<file path="config.mk">
export PLATFORM = sky130hd
export DESIGN_NAME = nfa_scan
export DESIGN_NICKNAME = d
export VERILOG_FILES = /design/src/hw/rtl/assert_macros.svh /design/src/hw/rtl/nfa_pkg.sv /design/src/hw/rtl/nfa_scan.sv
export SDC_FILE = /design/constraint.sdc
export NUM_CORES = 1
export LEC_CHECK = 0
export BUFFER_PORTS_ARGS = -buffer_cell sky130_fd_sc_hd__buf_4
export CAP_MARGIN = 20
export CORE_UTILIZATION = 47
export DETAILED_ROUTE_END_ITERATION = 6
export PLACE_DENSITY = 0.86
export SYNTH_ARGS = -nofsm -noshare
export SYNTH_HDL_FRONTEND = slang
export SYNTH_SLANG_ARGS = --single-unit
</file>
<file path="constraint.sdc">
create_clock -name clk -period 5.5 [get_ports clk]
set_input_delay 0.55 -clock clk [delete_from_list [all_inputs] [get_ports clk]]
set_output_delay 0.55 -clock clk [all_outputs]
set_load 0.05 [all_outputs]
</file>
<file path="src/hw/rtl/assert_macros.svh">
// Assertion macros shared by the allocator RTL.
// Each macro clocks on clk and is disabled while rst_n is low.
`ifndef ASSERT_MACROS_SVH
`define ASSERT_MACROS_SVH

// Plain clocked check of a property.
`define NFA_ASSERT(lbl, prop, msg) \
    lbl: assert property (@(posedge clk) disable iff (!rst_n) (prop)) else $error(msg);

// Check that an antecedent implies a consequent in the next cycle.
`define NFA_ASSERT_NEXT(lbl, ante, cons, msg) \
    lbl: assert property (@(posedge clk) disable iff (!rst_n) (ante) |=> (cons)) \
        else $error(msg);

`endif

</file>
<file path="src/hw/rtl/nfa_pkg.sv">
// Package for the next-fit id allocator: mode and status codes, defaults,
// field widths and the status struct of the slot scanner. No dependencies.
`timescale 1ns / 1ps

package nfa_pkg;

    // Default number of slots in the table.
    localparam int SLOTS_DEF = 64;

    // Field widths fixed by the interface.
    localparam int HANDLE_W = 64;
    localparam int ID_IN_W  = 8;
    localparam int ID_OUT_W = 7;

    // Request modes.
    localparam logic [1:0] MODE_ALLOC = 2'd0;
    localparam logic [1:0] MODE_FIXED = 2'd1;
    localparam logic [1:0] MODE_FREE  = 2'd2;
    localparam logic [1:0] MODE_FIND  = 2'd3;

    // Result status codes.
    localparam logic [1:0] ST_OK      = 2'd0;
    localparam logic [1:0] ST_INVALID = 2'd1;
    localparam logic [1:0] ST_BUSY    = 2'd2;
    localparam logic [1:0] ST_FULL    = 2'd3;

    // Status of the slot scanner toward the sequencer.
    typedef struct packed {
        logic busy;
        logic hit;
        logic full;
    } scan_stat_t;

endpackage

</file>
<file path="src/hw/rtl/nfa_scan.sv">
// Next-fit slot scanner: tests one occupied flag per cycle, starting at
// the rotating start index. Depends on nfa_pkg.
`timescale 1ns / 1ps

module nfa_scan #(
    parameter int SLOTS = nfa_pkg::SLOTS_DEF
) (
    input  logic                     clk,
    input  logic                     rst_n,
    input  logic                     go,
    input  logic [$clog2(SLOTS)-1:0] start,
    input  logic [SLOTS-1:0]         occ,
    output logic [$clog2(SLOTS)-1:0] idx,
    output nfa_pkg::scan_stat_t      stat
);

    localparam int IDW = $clog2(SLOTS);
    localparam logic [IDW-1:0] LAST = IDW'(SLOTS - 1);

    logic           busy_reg;
    logic           busy_next;
    logic [IDW-1:0] idx_reg;
    logic [IDW-1:0] idx_next;
    logic [IDW-1:0] cnt_reg;
    logic [IDW-1:0] cnt_next;
    logic           slot_free;

    // The flag test: is the slot under test free?
    assign slot_free = !occ[idx_reg];

    assign stat.busy = busy_reg;
    assign stat.hit  = busy_reg && slot_free;
    assign stat.full = busy_reg && !slot_free && (cnt_reg == LAST);
    assign idx       = idx_reg;

    // Step the index around the table until a free slot or a full lap.
    always_comb
    begin
        busy_next = busy_reg;
        idx_next  = idx_reg;
        cnt_next  = cnt_reg;
        if (go)
        begin
            busy_next = 1'b1;
            idx_next  = start;
            cnt_next  = '0;
        end
        else if (busy_reg)
        begin
            if (stat.hit || stat.full)
            begin
                busy_next = 1'b0;
            end
            else
            begin
                idx_next = (idx_reg == LAST) ? '0 : idx_reg + 1'b1;
                cnt_next = cnt_reg + 1'b1;
            end
        end
    end

    always_ff @(posedge clk or negedge rst_n)
    begin
        if (!rst_n)
        begin
            busy_reg <= 1'b0;
        end
        else
        begin
            busy_reg <= busy_next;
        end
    end

    always_ff @(posedge clk)
    begin
        idx_reg <= idx_next;
        cnt_reg <= cnt_next;
    end

endmodule

</file>
Word-level counts from Yosys, hierarchy flattened
Cells that the tools add are included.
{"block": "op_classes", "bitwise": 1, "n_eq_ne": 3, "reduce_logical": 8, "n_lt_le_gt_ge": 1, "add_sub_neg": 2, "mux": 9}
{"op": "6-bit 2-to-1 mux", "n": 4}
{"op": "6-bit by 1-bit adder with 6-bit output (second input constant)", "n": 2}
{"op": "6-bit == test (second input constant)", "n": 2}
{"op": "6-bit by 7-bit < comparator with 1-bit output (second input constant)", "n": 1}
{"op": "1-bit binary-select mux with 6-bit select", "n": 1}
{"op": "1-bit 2-to-1 mux", "n": 4}
{"op": "2-bit AND reduction", "n": 2}
{"op": "1-bit logical AND", "n": 3}
{"op": "2-bit inequality test (second input constant)", "n": 1}
{"op": "2-bit nonzero test", "n": 1}
{"op": "1-bit logical NOT", "n": 1}
{"op": "1-bit logical OR", "n": 1}
{"op": "1-bit inverter", "n": 1}
{"block": "totals", "in_bits": 73, "reg_bits": 13, "out_inout_bits": 9, "word_cells": 27}

Logic depth before layout (Yosys ltp)
{"block": "logic_depth", "word_depth": 8, "mapped_depth": 9, "depth_no_buf": 7}

Worst setup path after synthesis
No wires, ideal clock.
{"block": "synth_timing", "path_type": "flip-flop to output port", "start": "register idx_reg[0] (netlist: idx[0])", "end": "output stat[1] (netlist bit)", "n_path_buf": 2, "stages_incl_launch_ff": 9, "slack_ps": 2388, "arrival_time_ps": 2562, "t_required_ps": 4950, "cell_sequence": "edfxtp_1 buf_6 buf_6 mux2_4 a211oi_1 o211ai_1 a32o_2 nand2_4 and2_1"}
{"item": "start: declaration", "line": "nfa_scan.sv:22", "source": "logic [IDW-1:0] idx_reg;"}
{"item": "start signal: assignment", "line": "nfa_scan.sv:76", "source": "idx_reg <= idx_next;"}
{"item": "end: declaration", "line": "nfa_scan.sv:14", "source": "output nfa_pkg::scan_stat_t stat"}

==> impl_metrics.ini <==
[die]
io_pins = 82
initial_core_util_pct = 49.24
dieArea_um2 = 3082
core_area_um2 = 2734
die_h_um = 55.52
fp-row-count = 19
die_w_um = 55.52

[placement]
dp_hpwl_mm = 2.987
portBuffers = 81
placed_cell_area_um2 = 1934
finalWeightedCongestion = 0.8449

[worst_hold_path]
hp-class = in -> async

[yosys]
async_flop_share_pct = 7.692
synth_cell_types = 44
synth_top_flop_cell = edfxtp_1
syn_inst = 129
mappedNetlistArea_um2 = 1346
yosys_warnings = 0
synth_seq_area_share_pct = 24.16
synth_nets = 204
synth_edf_count = 6
syn_avg_cell_area_um2 = 10.44
synth_seq_cells = 13

[drt]
wire_per_inst_um = 16.11
ant_nets = 0
via_count = 1383
wirelength_mm = 3.801
drt-initial-drc-count = 88
drc = 0
via_per_inst = 5.860
first_pass_iters = 4

[cells_and_area]
final_nets = 281
fin_util_pct = 72.72
fin_area_um2 = 1988
drive_gt1_share_pct = 48.29
register_area_um2 = 325.3
layout_common_cells = buf_4, nand2_1, mux4_1
multi_input_comb_area_um2 = 958.4
antennaDiodeCount = 0
nFillCells = 208
final_common_cell = buf_4
area_growth_pct = 47.68

[clocking]
ctsResizeCount = 0
cts.sinks = 13
numCtsBuffers = 3
postCtsSetupBuffers = 0
hold_buffers = 0
cts_tree = done
cts.clk_slew.worst_paths_ns = 0.07
cts-htree-levels = 1
clock_latency_ns = 0.27
root_buffer = clkbuf_4
clk_path_buf_depth = 2

[critical_path]
crit_family = multiplexers
crit_arrival_ns = 2.56
crit_chain = buf_16 > mux4_1 > a22oi_1 > nand3_1 > a32o_2 > nand2_4 > and2_1 > buf_4
max_stage_delay_ns = 0.59
reg2regPathDepth = 8
critPathCaptureType = primary output
critPathKind = reg -> out
worstPathMaxFanout = 22
critPathSlowestCell = mux4_1
path_buf_inv = 2
required_ns = 4.95
start_kind = flop
cp_num_cells = 8

[global_route]
grt_usage_pct = 23.91
grt_max_degree = 25
antenna_found_initial = 0
grt_overflow = 0
grt_pass1_wl_mm = 5.871
grt_pass1_vias = 1333

[timing]
min_period_ns = 3.110
tightest_slew_ns = 0.6385
rsz0062_at_grt = false
hold_viol = 0
fin_hold_ws_ns = 0.03096
drv_slew = 0
setup_tns_ns = 0
max-slew-margin-rel_pct = 57.43
fmaxAchievable_mhz = 321.6
skew_ns = 0.001230
finalCritPeriodShare_pct = 56.54
setup_viol = 0

[pwr]
leakage_nw = 0.8843
powerDensity_nw_per_um2 = 473.6
peakVddDrop_mv = 0.4529
finalPower_uw = 941.7

[status]
status = finished clean

[run]
drv_cap = 0
## through the flow
stage,setup slack [ns],std cells
floorplan,2.388,129
global placement,2.303,231
detailed placement,2.216,231
CTS,1.899,235
global route,2.322,236
finish,2.390,236
## Yosys cell counts (all sizes together), types with 2 or more instances
library cell,count,area share (%)
nand2,14,4.5
mux4,12,23
nand3,8,3.0
mux2,7,6.1
buf,6,3.3
dfxtp,6,8.9
edfxtp,6,13
nand2b,6,2.8
nor2,6,1.7
mux2i,5,3.7
nor2b,5,2.3
o21ai,5,1.9
clkbuf,4,1.1
a2bb2oi,3,2.0
nand4,3,1.4
a21oi,2,0.74
a22oi,2,1.1
a32o,2,1.7
ha,2,1.9
nand4b,2,1.3
nor3,2,0.74
o31ai,2,1.1
or2,2,0.93
or4,2,1.1
xnor2,2,1.3
xor2,2,1.3
## layer usage
metal	vias to the layer above	track usage, %	part of all wire, %
met5	-	0	0
met4	0	10.71	3.2
met3	9	4.684	7.5
met2	72	44.75	56
met1	639	25.64	34
li1	663	-	-
## final cells by class
class / count / area share, %
Multi-Input combinational cell: 105 / 48.21
Timing Repair Buffer: 82 / 31.97
Tap cell: 31 / 1.951
Clock buffer: 4 / 1.322
Sequential cell: 13 / 16.36
Inverter: 1 / 0.1888
## report_power, final
group	internal [mW]	switching [mW]	total, mW
clock	0.0281	0.0298	0.0580
sequential	0.147	0.0911	0.238
combinational	0.307	0.339	0.646
total	0.482	0.460	0.942
## path summary, 6_finish.rpt
check | startpoint | slack, ns | endpoint
max reg2reg | idx[0] | 2.81 | idx[4]
min reg2reg | cnt_reg[3] | 0.52 | cnt_reg[3]
min in group clk | cnt_reg[3] | 0.52 | cnt_reg[3]
max in group asynchronous | rst_n | 5.39 | busy_reg
max | idx[0] | 2.39 | stat[1]
min | rst_n | 0.03 | busy_reg
## cell families (layout without fill, tap and decap cells)
family	Yosys count	in the layout	synth area share (%)
AO/OA/AOI/OAI	21	21	11.99
XOR/XNOR	4	4	2.603
adder cells (fa/ha/maj)	2	2	1.858
buffers and inverters	11	87	4.646
flip-flops	13	13	24.16
multiplexers	24	24	32.71
AND/OR/NAND/NOR	54	54	22.03
## worst register-to-register path, delay by kind of cell (launching register included)
| kind | cells | cell delay (ns) |
|---|---|---|
| AOI/OAI and AO/OA | 2 | 0.46 |
| and+or+nand+nor | 4 | 0.70 |
| muxes | 1 | 0.59 |
| buffers and inverters | 1 | 0.21 |
| DFF | 1 | 0.48 |
No activity file was read; power rests on OpenSTA's default activity.
